===== src/spn_pkg.sv =====
// Shared constants, types and round functions of the 16-bit SPN block cipher.
package spn_pkg;

	localparam int ROUNDS  = 5;
	localparam int BLOCK_W = 16;
	localparam int KEY_W   = 24;
	localparam int NIB_W   = 4;
	localparam int NIBS    = BLOCK_W / NIB_W;

	typedef logic [BLOCK_W-1:0] block_t;
	typedef logic [KEY_W-1:0]   key_t;

	typedef struct packed {
		logic   valid;
		block_t data;
	} stage_t;

	function automatic logic [NIB_W-1:0] sbox(input logic [NIB_W-1:0] x);
		logic [NIB_W-1:0] y;
		case (x)
			4'h0: y = 4'd13;
			4'h1: y = 4'd14;
			4'h2: y = 4'd4;
			4'h3: y = 4'd1;
			4'h4: y = 4'd2;
			4'h5: y = 4'd15;
			4'h6: y = 4'd11;
			4'h7: y = 4'd8;
			4'h8: y = 4'd3;
			4'h9: y = 4'd10;
			4'ha: y = 4'd6;
			4'hb: y = 4'd12;
			4'hc: y = 4'd5;
			4'hd: y = 4'd9;
			4'he: y = 4'd0;
			default: y = 4'd7;
		endcase
		return y;
	endfunction

	function automatic block_t substitute(input block_t x);
		block_t y;
		for (int n = 0; n < NIBS; n++) begin
			y[n*NIB_W +: NIB_W] = sbox(x[n*NIB_W +: NIB_W]);
		end
		return y;
	endfunction

	// 4x4 transpose; bit 0 is the MSB
	function automatic block_t permute(input block_t x);
		block_t y;
		int     q;
		for (int p = 0; p < BLOCK_W; p++) begin
			q = NIBS * (p % NIBS) + p / NIBS;
			y[BLOCK_W-1-p] = x[BLOCK_W-1-q];
		end
		return y;
	endfunction

endpackage


===== src/spn_round.sv =====
// One round cell: key mix, substitution and permutation into a stage register.
module spn_round (
	input  logic                   clk,
	input  logic                   arst_n,
	input  spn_pkg::stage_t        up,
	output logic                   up_ready,
	input  spn_pkg::block_t        round_key,
	output spn_pkg::stage_t        down,
	input  logic                   down_ready
);

	logic            valid_q;
	spn_pkg::block_t data_q;
	spn_pkg::block_t mixed;

	assign up_ready = !valid_q || down_ready;
	assign mixed    = spn_pkg::permute(spn_pkg::substitute(up.data ^ round_key));

	always_ff @(posedge clk or negedge arst_n) begin
		if (!arst_n) begin
			valid_q <= 1'b0;
		end else if (up_ready) begin
			valid_q <= up.valid;
		end
	end

	always_ff @(posedge clk) begin
		if (up_ready && up.valid) begin
			data_q <= mixed;
		end
	end

	assign down.valid = valid_q;
	assign down.data  = data_q;

endmodule


===== src/spn_block_encrypt_16bit.sv =====
// Top level of the 16-bit SPN block cipher: a chain of five round cells.
//
// Input channel: in_valid / in_ready carry plaintext, one transaction per block.
// Output channel: out_valid / out_ready carry ciphertext, one per block, in order.
// Key port: master_key is loaded when master_key_we is high; change it only
// while no block is in flight.
// Each round cell owns one pipeline register, so a block passes through five
// registers on its way out. A new block can be taken in every cycle while the
// receiver keeps up; the rate is set by the one-round logic between cells.
// The last cell is the output register. When the receiver stalls, the held
// result stays put and empty cells upstream keep filling; input stalls only
// once every cell is full.
// Reset clears all cell valid bits and the key to zero; no transaction is
// in flight afterwards.
module spn_block_encrypt_16bit (
	input  logic                        clk,
	input  logic                        arst_n,
	input  logic                        master_key_we,
	input  logic [spn_pkg::KEY_W-1:0]   master_key,
	input  logic                        in_valid,
	output logic                        in_ready,
	input  logic [spn_pkg::BLOCK_W-1:0] plaintext,
	output logic                        out_valid,
	input  logic                        out_ready,
	output logic [spn_pkg::BLOCK_W-1:0] ciphertext
);

	spn_pkg::key_t                  key_q;
	logic [2*spn_pkg::KEY_W-1:0]    key_dbl;
	spn_pkg::stage_t                chain [spn_pkg::ROUNDS+1];
	logic                           ready [spn_pkg::ROUNDS+1];

	always_ff @(posedge clk or negedge arst_n) begin
		if (!arst_n) begin
			key_q <= '0;
		end else if (master_key_we) begin
			key_q <= master_key;
		end
	end

	assign key_dbl = {key_q, key_q};

	assign chain[0].valid = in_valid;
	assign chain[0].data  = plaintext;
	assign in_ready       = ready[0];

	for (genvar i = 0; i < spn_pkg::ROUNDS; i++) begin : g_round
		localparam int ROT = (4 * i) % spn_pkg::KEY_W;
		spn_pkg::block_t rk;

		assign rk = key_dbl[2*spn_pkg::KEY_W-1-ROT -: spn_pkg::BLOCK_W];

		spn_round u_round (
			.clk        (clk),
			.arst_n     (arst_n),
			.up         (chain[i]),
			.up_ready   (ready[i]),
			.round_key  (rk),
			.down       (chain[i+1]),
			.down_ready (ready[i+1])
		);
	end

	assign ready[spn_pkg::ROUNDS] = out_ready;
	assign out_valid  = chain[spn_pkg::ROUNDS].valid;
	assign ciphertext = chain[spn_pkg::ROUNDS].data;

endmodule


===== config.mk =====
export PLATFORM = sky130hd
export DESIGN_NAME = spn_block_encrypt_16bit
export DESIGN_NICKNAME = d
export VERILOG_FILES = /design/src/spn_pkg.sv /design/src/spn_round.sv /design/src/spn_block_encrypt_16bit.sv
export SDC_FILE = /design/constraint.sdc
export NUM_CORES = 1
export LEC_CHECK = 0
export BUFFER_PORTS_ARGS = -buffer_cell sky130_fd_sc_hd__buf_2
export CORE_MARGIN = 1
export CORE_UTILIZATION = 48
export CTS_CLUSTER_DIAMETER = 200
export DETAILED_ROUTE_END_ITERATION = 8
export PLACE_DENSITY = 0.76
export RECOVER_POWER = 100
export SYNTH_ARGS = -nofsm -noshare
export SYNTH_HDL_FRONTEND = slang
export SYNTH_HIERARCHICAL = 1
export SYNTH_SLANG_ARGS = --single-unit
export TNS_END_PERCENT = 30

===== constraint.sdc =====
create_clock -name clk -period 4.7 [get_ports clk]
set_clock_uncertainty 0.1 [all_clocks]
set_input_delay 0.94 -clock clk [delete_from_list [all_inputs] [get_ports clk]]
set_output_delay 0.94 -clock clk [all_outputs]
set_load 0.01 [all_outputs]

==> impl_metrics.toml <==
[detailed_routing]
viasPerCell = 5.597
drtPass1Iterations = 4
ant_nets = 0
drt_iter0_markers = 199
wl_per_cell_um = 17.37
drt_wl_total_um = 15930
dr_total_vias = 5132
drc = 0

[setup_path]
crit_fanout = 3
rrSetupSlack_ns = 2.21
max_stage_delay_ns = 0.18
reg2reg_from = "key_q[0]"
startpoint_type = "input pin"
path_common_cell = "nand2b_1"
crit_required_ns = 3.66
cp.arrival_ns = 2.04
cp-startpoint = "out_ready"
endpoint_kind = "output pin"
critPathKind = "in2out"
slowest_stage = "nand2b_1"
worstSetupEndpoint = "in_ready"
reg2reg_to = "g_round[3].u_round/data_q[1]"
rr_worst_depth = 4
path_cells = "buf_2 -> nand2b_1 -> nand2b_1 -> nand2b_1 -> nand2b_1 -> nand2b_1 -> clkbuf_1"

[sta]
worstMarginPinSlew_ns = 1.798
slew_violations = 55
finalSetupViolCount = 0
post-route-period-util_pct = 65.43
hold_slack_ns = 0.3779
finalHoldViolCount = 0
fin_tns_setup_ns = 0
fmax_ghz = 0.3252
slew_headroom_pct = -19.86
rsz0062_at_grt = "no"
fin_crit_ns = 3.075

[placed_design]
place.gp.congestion = 0.7889
hpwlAfterDp_um = 12060
io_buffers = 62
place_area_sq_um = 8728

[clocking]
tritoncts = "done"
clk_latency_ns = 0.36
post_cts_resize_count = 0
clock_tree.root_cell = "clkbuf_16"
numCtsBuffers = 9
cts_hold_buf = 0
clkSinkCount = 109
clock_path_buffers = 2
cts_htree_levels = 3
post_cts_buffers = 0
clkTransAtPathRegs_ns = 0.07

[logic_synthesis]
netlist_instances = 627
syn_avg_cell_area_sq_um = 13.13
synth_flop_cell = "edfxtp_1"
yosys_warnings = 6
synth_seq_cells = 109
synth_edf_count = 80
ys_seq_area_share_pct = 38.00
async_flop_share_pct = 26.61
synth_area_sq_um = 8232
synth.distinct_cells = 31
synth_nets = 752

[power_and_ir_drop]
p_total_mw = 5.334
ir_drop_v = 0.0002504
leakage_nw = 3.564
powerDensity_nw_per_um2 = 609.9

[die]
pin_count = 63
initial_core_util_pct = 49.46
die_h_um = 133.0
die_w_um = 133.0
fp-row-count = 47
dieArea_sq_um = 17680
design.core.area_sq_um = 16640

[job]
max-cap-violations = 2

[grt]
grt_pass1_wl_um = 25560
grt.total_usage_pct = 18.83
grt_pass1_vias = 5159
globalRouteOverflowTotal = 0
grt_max_degree = 30
antenna_found_initial = 0

[cells_and_area]
fin_area_sq_um = 8746
final_util_pct = 52.55
multiInputGateArea_sq_um = 4518
nets = 817
num_antenna_cells = 0
syn_to_final_growth_pct = 6.247
layout-drive-gt1-share_pct = 18.22
seq_area_sq_um = 3128
nFillCells = 1412

[status]
violations = "capacitance limit, slew limit"
status = "finished with violations"

[worst_hold_path]
hold_class = "reg2reg"
-- how the worst min path moves through the flow --
stage	to	slack [ns]	start	cells after the start
floorplan	g_round[1].u_round/valid_q	0.38	g_round[1].u_round/valid_q	2
global placement	g_round[4].u_round/valid_q	0.36	g_round[3].u_round/valid_q	1
detailed placement	g_round[3].u_round/valid_q	0.36	g_round[2].u_round/valid_q	1
CTS	g_round[4].u_round/valid_q	0.38	g_round[3].u_round/valid_q	1
global route	g_round[3].u_round/valid_q	0.41	g_round[2].u_round/valid_q	1
finish	g_round[4].u_round/valid_q	0.38	g_round[3].u_round/valid_q	1
-- critical path: cells and delay by family --
| family | cells | cell delay, ns |
|---|---|---|
| and+or+nand+nor | 5 | 0.86 |
| buffers and inverters | 2 | 0.23 |
-- Yosys cell counts, types with 18 or more instances --
cell,number,area [sq um]
xnor2_1,32,280.3
mux2i_1,34,340.3
edfxtp_1,80,2402
xor2_2,26,422.9
inv_1,48,180.2
inv_2,18,67.56
xor2_1,38,332.8
dfrtp_1,29,725.7
mux2_4,32,480.5
o211ai_1,26,195.2
ha_1,80,1001
nor3_1,48,240.2
-- through the flow --
stage / std cells / worst slack [ns]
finish: 917 / 1.625
global route: 917 / 1.533
CTS: 917 / 1.619
detailed placement: 901 / 1.637
global placement: 901 / 1.620
floorplan: 627 / 1.921
-- where the power goes --
part / internal (mW) / switching [mW] / total [mW]
clock network: 0.419 / 0.325 / 0.744
logic: 1.23 / 1.57 / 2.80
registers: 1.58 / 0.209 / 1.79
-- layout make-up --
class	instances	share of cell area [%]
tap	220	3.147
inverter	66	2.833
sequential	109	35.77
timing repair buffer	62	3.262
multi-input combinational	444	51.66
clock buffer	16	3.333
-- cells in the final DEF (no fill, tap or decap), types with 13 or more instances in the layout --
cell      synthesis  final
edfxtp_1         80     80
mux4_1           13     13
inv_2            18     17
inv_1            48     48
xor2_1           38     56
a211oi_1         12     16
clkbuf_1          0     23
buf_2             0     42
mux2_2           15     16
dfrtp_1          29     29
mux2i_1          34     34
o211ai_1         26     26
ha_1             80     80
mux2_1            2     26
nand2b_1         16     16
nand3_1          13     13
o311ai_0         13     13
nor3_1           48     48
xnor2_1          32     32
-- layer usage --
| layer | wire [um] | track usage (%) |
|---|---|---|
| met5 | 0 | 0 |
| met4 | 408 | 7.854 |
| met3 | 611 | 4.061 |
| met2 | 8247 | 34.00 |
| met1 | 6658 | 21.41 |
-- logic make-up after synthesis --
logic type                 count (synthesis)  synth area share [%]
xor gates and xnor gates                 102                 13.77
buffers and inverters                     74                 4.089
muxes                                    103                 18.36
adders and majority gates                 80                 12.16
AOI/OAI and AO/OA                         76                 8.238
DFF                                      109                 38.00
and+or+nand+nor                           83                 5.381
-- state kept, by name, summed over array words and instances, names as in the netlist --
| signal | cells |
|---|---|
| g_round.u_round/valid_q | 5 |
| key_q | 24 |
| g_round.u_round/data_q | 80 |
No activity file was read; power rests on OpenSTA's default activity.
